`src/assert_macros.svh`:
```
// ----------------------------------------------------------------------------
// Assertion macros
// Shared concurrent assertion helpers, clocked on clk_i and disabled in reset.
// ----------------------------------------------------------------------------
`ifndef ASSERT_MACROS_SVH
`define ASSERT_MACROS_SVH
`ifndef SYNTHESIS
`define AIP_ASSERT(name, prop, msg) \
  name: assert property (@(posedge clk_i) disable iff (!rst_ni) (prop)) else $error(msg);
`define AIP_ASSERT_NEXT(name, pre, post, msg) \
  name: assert property (@(posedge clk_i) disable iff (!rst_ni) (pre) |=> (post)) \
    else $error(msg);
`else
`define AIP_ASSERT(name, prop, msg)
`define AIP_ASSERT_NEXT(name, pre, post, msg)
`endif
`endif

```
`src/aip_pkg.sv`:
```
// ----------------------------------------------------------------------------
// aip_pkg
// Types and character constants of the ASCII integer parser.
// ----------------------------------------------------------------------------
`timescale 1ns / 1ps
`default_nettype none
package aip_pkg;

  localparam logic [7:0] CH_TAB   = 8'h09;
  localparam logic [7:0] CH_CR    = 8'h0D;
  localparam logic [7:0] CH_SPACE = 8'h20;
  localparam logic [7:0] CH_PLUS  = 8'h2B;
  localparam logic [7:0] CH_MINUS = 8'h2D;
  localparam logic [7:0] CH_ZERO  = 8'h30;
  localparam logic [7:0] CH_NINE  = 8'h39;
  localparam logic [7:0] CH_UC_A  = 8'h41;
  localparam logic [7:0] CH_UC_F  = 8'h46;
  localparam logic [7:0] CH_UC_X  = 8'h58;
  localparam logic [7:0] CH_LC_A  = 8'h61;
  localparam logic [7:0] CH_LC_F  = 8'h66;
  localparam logic [7:0] CH_LC_X  = 8'h78;

  typedef enum logic [2:0] {
    PH_SPACE = 3'd0,
    PH_SIGN  = 3'd1,
    PH_ZERO  = 3'd2,
    PH_DEC   = 3'd3,
    PH_HEX   = 3'd4,
    PH_DONE  = 3'd5
  } phase_e;

  typedef struct packed {
    phase_e      phase;
    logic        negative;
    logic [63:0] acc;
    logic [63:0] nacc;
  } state_t;

  localparam state_t STATE_RESET = '{phase: PH_SPACE, negative: 1'b0,
                                     acc: 64'd0, nacc: 64'd0};

  typedef struct packed {
    logic [7:0] ch;
    logic       start_req;
  } in_beat_t;

  typedef struct packed {
    logic signed [63:0] value;
    logic               done_res;
  } out_beat_t;

endpackage
`default_nettype wire

```
`src/aip_stream_if.sv`:
```
// ----------------------------------------------------------------------------
// aip_stream_if
// Valid/ready stream channel carrying one payload beat.
// ----------------------------------------------------------------------------
`timescale 1ns / 1ps
`default_nettype none
interface aip_stream_if #(
  parameter type T = logic
);
  logic valid;
  logic ready;
  T     data;

  modport source (output valid, output data, input ready);
  modport sink (input valid, input data, output ready);
endinterface
`default_nettype wire

```
`src/aip_step.sv`:
```
// ----------------------------------------------------------------------------
// aip_step
// Next-state logic for one character: phase, sign and both accumulators.
// ----------------------------------------------------------------------------
`timescale 1ns / 1ps
`default_nettype none
module aip_step (
  input  aip_pkg::state_t cur_i,
  input  logic [7:0]      ch_i,
  input  logic            start_req_i,
  output aip_pkg::state_t nxt_o
);
  import aip_pkg::*;

  state_t      eff;
  logic        is_space;
  logic        is_digit;
  logic        is_hex;
  logic [3:0]  dig_val;
  logic [3:0]  hex_val;
  logic [63:0] dec_acc;
  logic [63:0] dec_nacc;
  logic [63:0] hex_acc;
  logic [63:0] hex_nacc;

  assign eff = start_req_i ? STATE_RESET : cur_i;

  always_comb begin
    is_space = (ch_i == CH_SPACE) || (ch_i inside {[CH_TAB:CH_CR]});
    is_digit = ch_i inside {[CH_ZERO:CH_NINE]};
    dig_val  = 4'(ch_i - CH_ZERO);
    is_hex   = 1'b1;
    if (is_digit) begin
      hex_val = dig_val;
    end else if (ch_i inside {[CH_LC_A:CH_LC_F]}) begin
      hex_val = 4'(ch_i - CH_LC_A + 8'd10);
    end else if (ch_i inside {[CH_UC_A:CH_UC_F]}) begin
      hex_val = 4'(ch_i - CH_UC_A + 8'd10);
    end else begin
      hex_val = 4'd0;
      is_hex  = 1'b0;
    end
  end

  assign dec_acc  = (eff.acc << 3) + (eff.acc << 1) + {60'd0, dig_val};
  assign dec_nacc = (eff.nacc << 3) + (eff.nacc << 1) - {60'd0, dig_val};
  assign hex_acc  = (eff.acc << 4) + {60'd0, hex_val};
  assign hex_nacc = (eff.nacc << 4) - {60'd0, hex_val};

  always_comb begin
    nxt_o = eff;
    case (eff.phase)
      PH_SPACE: begin
        if (is_space) begin
          nxt_o.phase = PH_SPACE;
        end else if (ch_i == CH_MINUS) begin
          nxt_o.negative = 1'b1;
          nxt_o.phase    = PH_SIGN;
        end else if (ch_i == CH_PLUS) begin
          nxt_o.phase = PH_SIGN;
        end else if (ch_i == CH_ZERO) begin
          nxt_o.phase = PH_ZERO;
        end else if (is_digit) begin
          nxt_o.acc   = dec_acc;
          nxt_o.nacc  = dec_nacc;
          nxt_o.phase = PH_DEC;
        end else begin
          nxt_o.phase = PH_DONE;
        end
      end
      PH_SIGN: begin
        if (ch_i == CH_ZERO) begin
          nxt_o.phase = PH_ZERO;
        end else if (is_digit) begin
          nxt_o.acc   = dec_acc;
          nxt_o.nacc  = dec_nacc;
          nxt_o.phase = PH_DEC;
        end else begin
          nxt_o.phase = PH_DONE;
        end
      end
      PH_ZERO: begin
        if (ch_i == CH_LC_X || ch_i == CH_UC_X) begin
          nxt_o.phase = PH_HEX;
        end else if (is_digit) begin
          nxt_o.acc   = dec_acc;
          nxt_o.nacc  = dec_nacc;
          nxt_o.phase = PH_DEC;
        end else begin
          nxt_o.phase = PH_DONE;
        end
      end
      PH_DEC: begin
        if (is_digit) begin
          nxt_o.acc  = dec_acc;
          nxt_o.nacc = dec_nacc;
        end else begin
          nxt_o.phase = PH_DONE;
        end
      end
      PH_HEX: begin
        if (is_hex) begin
          nxt_o.acc  = hex_acc;
          nxt_o.nacc = hex_nacc;
        end else begin
          nxt_o.phase = PH_DONE;
        end
      end
      default: begin
        nxt_o.phase = PH_DONE;
      end
    endcase
  end

endmodule
`default_nettype wire

```
`src/aip_obuf.sv`:
```
// ----------------------------------------------------------------------------
// aip_obuf
// Output register with one skid entry; takes one more input beat during a stall.
// ----------------------------------------------------------------------------
`timescale 1ns / 1ps
`default_nettype none
`include "assert_macros.svh"
module aip_obuf (
  input  logic                clk_i,
  input  logic                rst_ni,
  input  logic                push_i,
  input  aip_pkg::out_beat_t  data_i,
  output logic                ready_o,
  output logic                valid_o,
  input  logic                ready_i,
  output aip_pkg::out_beat_t  data_o
);
  import aip_pkg::*;

  logic      out_valid_q;
  logic      skid_valid_q;
  out_beat_t out_data_q;
  out_beat_t skid_data_q;

  assign ready_o = !skid_valid_q;
  assign valid_o = out_valid_q;
  assign data_o  = out_data_q;

  always_ff @(posedge clk_i or negedge rst_ni) begin
    if (!rst_ni) begin
      out_valid_q  <= 1'b0;
      skid_valid_q <= 1'b0;
    end else if (skid_valid_q) begin
      if (ready_i) begin
        skid_valid_q <= 1'b0;
      end
    end else if (push_i) begin
      if (!out_valid_q || ready_i) begin
        out_valid_q <= 1'b1;
      end else begin
        skid_valid_q <= 1'b1;
      end
    end else if (ready_i) begin
      out_valid_q <= 1'b0;
    end
  end

  always_ff @(posedge clk_i) begin
    if (skid_valid_q) begin
      if (ready_i) begin
        out_data_q <= skid_data_q;
      end
    end else if (push_i) begin
      if (!out_valid_q || ready_i) begin
        out_data_q <= data_i;
      end else begin
        skid_data_q <= data_i;
      end
    end
  end

  `AIP_ASSERT(a_skid_behind_out, !skid_valid_q || out_valid_q, "skid beat without output beat")
  `AIP_ASSERT_NEXT(a_push_shows, push_i, out_valid_q, "pushed beat not presented")

endmodule
`default_nettype wire

```
`src/ascii_integer_parser_unit.sv`:
```
// ----------------------------------------------------------------------------
// ascii_integer_parser_unit
// Streaming ASCII integer parser, one character per beat.
//
// in_i carries one character (ch) and start_req, which marks the first
// character of a new string. Every accepted input beat yields exactly one
// output beat on out_o: the signed value parsed so far (wrapped to 64 bits)
// and done_res, set once parsing has stopped.
// The result of an accepted beat is registered: it is loaded into the output
// register, or into the skid entry while the receiver stalls, as st_q updates.
// Throughput is one character per cycle while in_i.ready is high; the parser
// state and the output register (or skid entry) update in the accepting cycle,
// with a decimal or hex shift-and-add of the 64-bit accumulators in between.
// Reset puts the parser in the leading-whitespace state with a zero value,
// the same state that start_req selects, and empties the output side.
// When the receiver stalls, one further beat is taken into a skid entry;
// after that in_i.ready drops until the output beat is taken.
// ----------------------------------------------------------------------------
`timescale 1ns / 1ps
`default_nettype none
`include "assert_macros.svh"
module ascii_integer_parser_unit (
  input  logic        clk_i,
  input  logic        rst_ni,
  aip_stream_if.sink   in_i,
  aip_stream_if.source out_o
);
  import aip_pkg::*;

  state_t    st_q;
  state_t    st_d;
  out_beat_t res;
  logic      in_fire;
  logic      obuf_ready;

  assign in_i.ready = obuf_ready;
  assign in_fire    = in_i.valid && obuf_ready;

  aip_step u_step (
    .cur_i       (st_q),
    .ch_i        (in_i.data.ch),
    .start_req_i (in_i.data.start_req),
    .nxt_o       (st_d)
  );

  assign res.value    = st_d.negative ? st_d.nacc : st_d.acc;
  assign res.done_res = (st_d.phase == PH_DONE);

  always_ff @(posedge clk_i or negedge rst_ni) begin
    if (!rst_ni) begin
      st_q <= STATE_RESET;
    end else if (in_fire) begin
      st_q <= st_d;
    end
  end

  aip_obuf u_obuf (
    .clk_i   (clk_i),
    .rst_ni  (rst_ni),
    .push_i  (in_fire),
    .data_i  (res),
    .ready_o (obuf_ready),
    .valid_o (out_o.valid),
    .ready_i (out_o.ready),
    .data_o  (out_o.data)
  );

  `AIP_ASSERT(a_acc_pair, (st_q.acc + st_q.nacc) == 64'd0, "accumulator pair out of step")
  `AIP_ASSERT_NEXT(a_done_holds, in_fire && !in_i.data.start_req && st_q.phase == PH_DONE,
                   st_q.phase == PH_DONE, "done state left without start")

endmodule
`default_nettype wire

```
`src/flat_wrapper.sv`:
```
// flat-port wrapper written by rule: the top's interface ports become plain ports
module ascii_integer_parser_unit_flat import aip_pkg::*;
  (clk_i, rst_ni, in_i_valid, in_i_data, in_i_ready, out_o_valid, out_o_data, out_o_ready);
  aip_stream_if #(.T(in_beat_t)) in_i_i ();
  aip_stream_if #(.T(out_beat_t)) out_o_i ();
  input  logic clk_i;
  input  logic rst_ni;
  input wire logic [$bits(in_i_i.valid)-1:0] in_i_valid;
  input wire logic [$bits(in_i_i.data)-1:0] in_i_data;
  output wire logic [$bits(in_i_i.ready)-1:0] in_i_ready;
  output wire logic [$bits(out_o_i.valid)-1:0] out_o_valid;
  output wire logic [$bits(out_o_i.data)-1:0] out_o_data;
  input wire logic [$bits(out_o_i.ready)-1:0] out_o_ready;
  assign in_i_i.valid = in_i_valid;
  assign in_i_i.data = in_i_data;
  assign in_i_ready = in_i_i.ready;
  assign out_o_valid = out_o_i.valid;
  assign out_o_data = out_o_i.data;
  assign out_o_i.ready = out_o_ready;
  ascii_integer_parser_unit u_core (.clk_i(clk_i), .rst_ni(rst_ni), .in_i(in_i_i), .out_o(out_o_i));
endmodule
```
`config.mk`:
```
export PLATFORM = sky130hd
export DESIGN_NAME = ascii_integer_parser_unit_flat
export DESIGN_NICKNAME = d
export VERILOG_FILES = /design/src/aip_pkg.sv /design/src/aip_stream_if.sv /design/src/aip_step.sv /design/src/aip_obuf.sv /design/src/ascii_integer_parser_unit.sv /design/src/flat_wrapper.sv
export VERILOG_INCLUDE_DIRS = /design/src /design/src/src
export SDC_FILE = /design/constraint.sdc
export NUM_CORES = 1
export LEC_CHECK = 0
export ABC_AREA = 1
export BUFFER_PORTS_ARGS = -buffer_cell sky130_fd_sc_hd__buf_2
export CAP_MARGIN = 20
export CELL_PAD_IN_SITES_DETAIL_PLACEMENT = 0
export CELL_PAD_IN_SITES_GLOBAL_PLACEMENT = 1
export CORE_UTILIZATION = 49
export DETAILED_ROUTE_END_ITERATION = 16
export PLACE_DENSITY = 0.87
export SLEW_MARGIN = 25
export SYNTH_ARGS = -nofsm -noshare
export SYNTH_HDL_FRONTEND = slang
export SYNTH_HIERARCHICAL = 1
export SYNTH_SLANG_ARGS = --single-unit
```
`constraint.sdc`:
```
create_clock -name clk_i -period 8.9 [get_ports clk_i]
set_input_delay 0.445 -clock clk_i [delete_from_list [all_inputs] [get_ports clk_i]]
set_output_delay 0.445 -clock clk_i [all_outputs]
set_load 0.01 [all_outputs]
```
==> results by stage <==
Status:
- The flow ran to the end, and the final reports show no timing, DRC or antenna violations.

STA:
- Static timing analysis puts the maximum clock frequency at 0.191 GHz.
- Subtracting the final worst setup slack from the clock period gives 5.23 ns.
- The hold violation count in the final report was 0.
- The number of slew-limit violations in the final report came to 0.
- The transition time of the tightest slew-check pin is 1.10 ns.
- For the final routed database, the setup TNS stands at 0 ns.
- The worst setup slack after layout is 3.67 ns.
- Between clock sinks in the finished design, the worst skew comes to 0.0380 ns.
- Dividing the final minimum period by the clock period gives 58.8%.
- Setup repair after global routing left no endpoint under its margin.
- Setup violations remaining at the end of the flow were counted as 0.
- Measured against its own limit, the worst slew margin works out to 26.1%.

Route:
- After detailed routing, the average wire length per cell comes to 22.6 um.
- The total wirelength of the detailed-routed design is 136,000 um.
- The number of nets still failing antenna checks after routing is 0.
- The remaining design rule violation count is 0.
- The pre-antenna-repair detailed-routing pass consisted of 9 iterations.
- After detailed routing, the number of vias per cell comes to 5.85.
- The DRC marker count from the first detailed-route iteration is 4,491.
- The total via count in the routed design is 35,200.

Clock tree:
- The number of clock buffers added by TritonCTS is 29.
- The CTS tree is built.
- The clock latency reported for the late side of the worst-skew pair is 0.60 ns.
- The hold buffer count at cts is 1.
- The clock transition time at the flip-flop clock pins of the worst setup and hold paths is 0.06 ns.
- CTS built an H-tree with a depth of 1.
- The root buffer cell is sky130_fd_sc_hd__clkbuf_16.
- The deepest clock path buffer count is 3.
- The tree built by TritonCTS fans out to 264 sinks.
- The number of buffers added for setup after CTS is 0.
- In this run, post-CTS repair resized a total of 0 instances.

Power:
- For this design the static power due to leakage is 18.0 nW.
- Power spread over the standard cell area amounts to 284 mW/mm^2.
- VDD sags by at most 0.177 mV.

Placement:
- At the end of routability-driven placement, the weighted congestion stood at 1.09.
- Timing analysis after detailed placement gives a worst setup slack of 3.44 ns.
- The half-perimeter wire length after detailed placement is 107,000 um.
- The count of port buffers added during placement is 79.

Critical path:
- Of all nets on the critical path, the largest fanout is 25.
- The startpoint type of the worst setup path is an input pin.
- STA puts the critical path data arrival time at 5.56 ns.
- STA classifies the critical path endpoint as a flop.
- The critical setup path kind is input pin to flop.
- Data on the critical path is required at its endpoint by 9.23 ns.

Job:
- Across the run, the number of max-cap violations was 0.

Floorplan:
- For this configuration, the core starts out at a cell density of 50.0%.
- From bottom edge to top edge, the die measures 254 um.
- The die footprint is 0.0643 sq mm.
- The width of the die is 254 um.
- The number of primary I/O pins is 80.
- The standard cell core area is 0.0621 sq mm.
- Row generation in the floorplan step produced 91 rows.

Logic synthesis:
- The proportion of synthesized chip area in sequential cells is 23.4%.
- The warning count from the yosys run is 6.
- The number of enable flip-flop cells after synthesis is 130.
- Synthesis produced 5,160 cells.
- The number of nets in the synthesized netlist is 5,427.
- After synthesis the netlist holds a flip-flop and latch count of 264.
- Ranked by total cell area, the synthesized netlist is headed by sky130_fd_sc_hd__nand2_1, sky130_fd_sc_hd__edfxtp_1, sky130_fd_sc_hd__dfrtp_1, sky130_fd_sc_hd__ha_1, sky130_fd_sc_hd__inv_1.
- The cell type with the highest aggregate area in the netlist is sky130_fd_sc_hd__nand2_1.
- The top cell type by area accounts for 21.3% of the synthesized area.
- The post-synthesis average cell area is 6.01 sq um.
- The proportion of register bits with asynchronous set or reset after synthesis is 50.8%.
- Synthesis instantiated 60 different standard cells from the library.
- After synthesis the cells add up to 0.0310 sq mm.
- The predominant post-synthesis flop cell is sky130_fd_sc_hd__dfrtp_1.

Final layout:
- The number of diodes is 0.
- The library cell used most frequently in the layout, excluding fill and tap cells, is sky130_fd_sc_hd__nand2_1.
- The post-route netlist has 4.25% of its cells at a drive strength greater than 1.
- Compared with the post-synthesis result, the final layout area differs by 5.47%.
- Leaving out fill and tap cells, the most frequent cells in the layout are sky130_fd_sc_hd__nand2_1, sky130_fd_sc_hd__inv_1, sky130_fd_sc_hd__nor2_1.
- The final net count is 5,417.

GRT:
- The first-pass GRT wire length is 200,000 um.
- In the global route stage, overall resource usage came out at 41.7%.
- The number of global-route vias before repair came to 31,900.
- The global-route congestion overflow total is 0.
- The initial antenna violation count is 1.
- The pin count of the biggest net entering global routing is 89.

Hold path:
- The worst min-delay path category is input pin to flop.
[Yosys cell counts, types with 12 or more instances]
cell type                      n
sky130_fd_sc_hd__xnor2_1      16
sky130_fd_sc_hd__nand3_1     450
sky130_fd_sc_hd__dfrtp_1     134
sky130_fd_sc_hd__nand3b_1     18
sky130_fd_sc_hd__a221oi_1     22
sky130_fd_sc_hd__clkbuf_1     32
sky130_fd_sc_hd__ha_1        250
sky130_fd_sc_hd__o21bai_1     35
sky130_fd_sc_hd__nor2_1      512
sky130_fd_sc_hd__nor3_1       29
sky130_fd_sc_hd__o21ai_0     261
sky130_fd_sc_hd__nand4_1      76
sky130_fd_sc_hd__edfxtp_1    130
sky130_fd_sc_hd__o2111ai_1    12
sky130_fd_sc_hd__a22oi_1      24
sky130_fd_sc_hd__buf_6        22
sky130_fd_sc_hd__buf_4        34
sky130_fd_sc_hd__xor2_1       24
sky130_fd_sc_hd__inv_1       808
sky130_fd_sc_hd__nand2_1    1760
sky130_fd_sc_hd__o211ai_1     27
sky130_fd_sc_hd__inv_2        14
sky130_fd_sc_hd__a21oi_1     275
sky130_fd_sc_hd__buf_2        54
[through the flow]
stage                     util, %  area (sq um)  instances  hold slack (ns)  total power (W)
after global routing         52.7         32700       6008            0.191          0.00988
after CTS                    52.6         32700       6007            0.147          0.00899
final                        52.7         32700       6008            0.158          0.00928
after global placement       51.2         31800       5954            0.453          0.00778
after detailed placement     51.2         31800       5954            0.458          0.00779
after floorplan                 -         31000       5160            0.149          0.00574
[sequential cells by signal, indices dropped and copies added (netlist names)]
name / flops
u_core/u_obuf/valid_o: 1
u_core/st_q: 132
u_core/u_obuf/skid_data_q: 65
u_core/u_obuf/data_o: 65
u_core/u_obuf/skid_valid_q: 1
[path summary, 6_finish.rpt]
check	slack, ns	end	from	depth (start not counted)
min in group asynchronous	0.46	u_core/st_q[47]$_DFFE_PN0P_	rst_ni	2
worst min-delay path	0.16	u_core/u_obuf/skid_valid_q$_DFF_PN0_	out_o_ready	4
worst max register to register	3.85	u_core/u_obuf/data_o[38]$_DFFE_PP_	u_core/st_q[19]$_DFFE_PN0P_	21
max in group asynchronous	7.22	u_core/st_q[16]$_DFFE_PN0P_	rst_ni	3
worst min register to register	0.47	u_core/st_q[59]$_DFFE_PN0P_	u_core/st_q[59]$_DFFE_PN0P_	2
worst max-delay path	3.67	u_core/u_obuf/data_o[38]$_DFFE_PP_	in_i_data[0]	22
[final cells by class]
type / count / area (sq um)
inverter: 827 / 3110
multi-input combinational: 3920 / 19700
clock inverter: 12 / 101
fill: 6745 / 29400
timing repair buffer: 108 / 648
clock buffer: 40 / 787
tap: 837 / 1050
sequential: 264 / 7260
[per-layer routing]
layer	vias to the layer above	part of all wire [%]	GRT usage, %
met3	299	11	8.20
met1	16200	43	59.6
met4	0	4.7	16.9
met2	2027	41	60.8
li1	16600	-	-
met5	-	0	0
[cell families after synthesis]
logic type                 after synthesis  share of synthesized area, %
and+or+nand+nor                       2914                          39.1
buffers and inverters                  976                          13.0
AOI/OAI and AO/OA                      712                          13.0
DFF                                    264                          23.4
adders and majority gates              254                          10.3
xor gates and xnor gates                40                          1.13
[critical path, cell delays in order]
cell and delay (ns):
sky130_fd_sc_hd__buf_2 0.26, sky130_fd_sc_hd__buf_4 0.33, sky130_fd_sc_hd__nor2_1 0.50, sky130_fd_sc_hd__inv_1 0.30, sky130_fd_sc_hd__ha_1 0.35, sky130_fd_sc_hd__inv_1 0.04
sky130_fd_sc_hd__ha_1 0.35, sky130_fd_sc_hd__nand2_1 0.12, sky130_fd_sc_hd__nor2_1 0.16, sky130_fd_sc_hd__inv_1 0.12, sky130_fd_sc_hd__nor3_1 0.89, sky130_fd_sc_hd__nand3_1 0.51
sky130_fd_sc_hd__nand3_1 0.22, sky130_fd_sc_hd__nand2_1 0.11, sky130_fd_sc_hd__nand3b_1 0.13, sky130_fd_sc_hd__nand3_1 0.09, sky130_fd_sc_hd__nor2_1 0.11, sky130_fd_sc_hd__nor2_1 0.07
sky130_fd_sc_hd__nand2_1 0.08, sky130_fd_sc_hd__o21ai_0 0.14, sky130_fd_sc_hd__nand2_1 0.12, sky130_fd_sc_hd__nand2_1 0.06
[power by group]
group	total (W)	internal, W	switching (W)	leakage (nW)
Clock	0.00118	0.000648	0.000531	0.433
Combinational	0.00640	0.00163	0.00477	14.5
Sequential	0.00171	0.00158	0.000130	3.08
(Power assumes the default switching activity.)
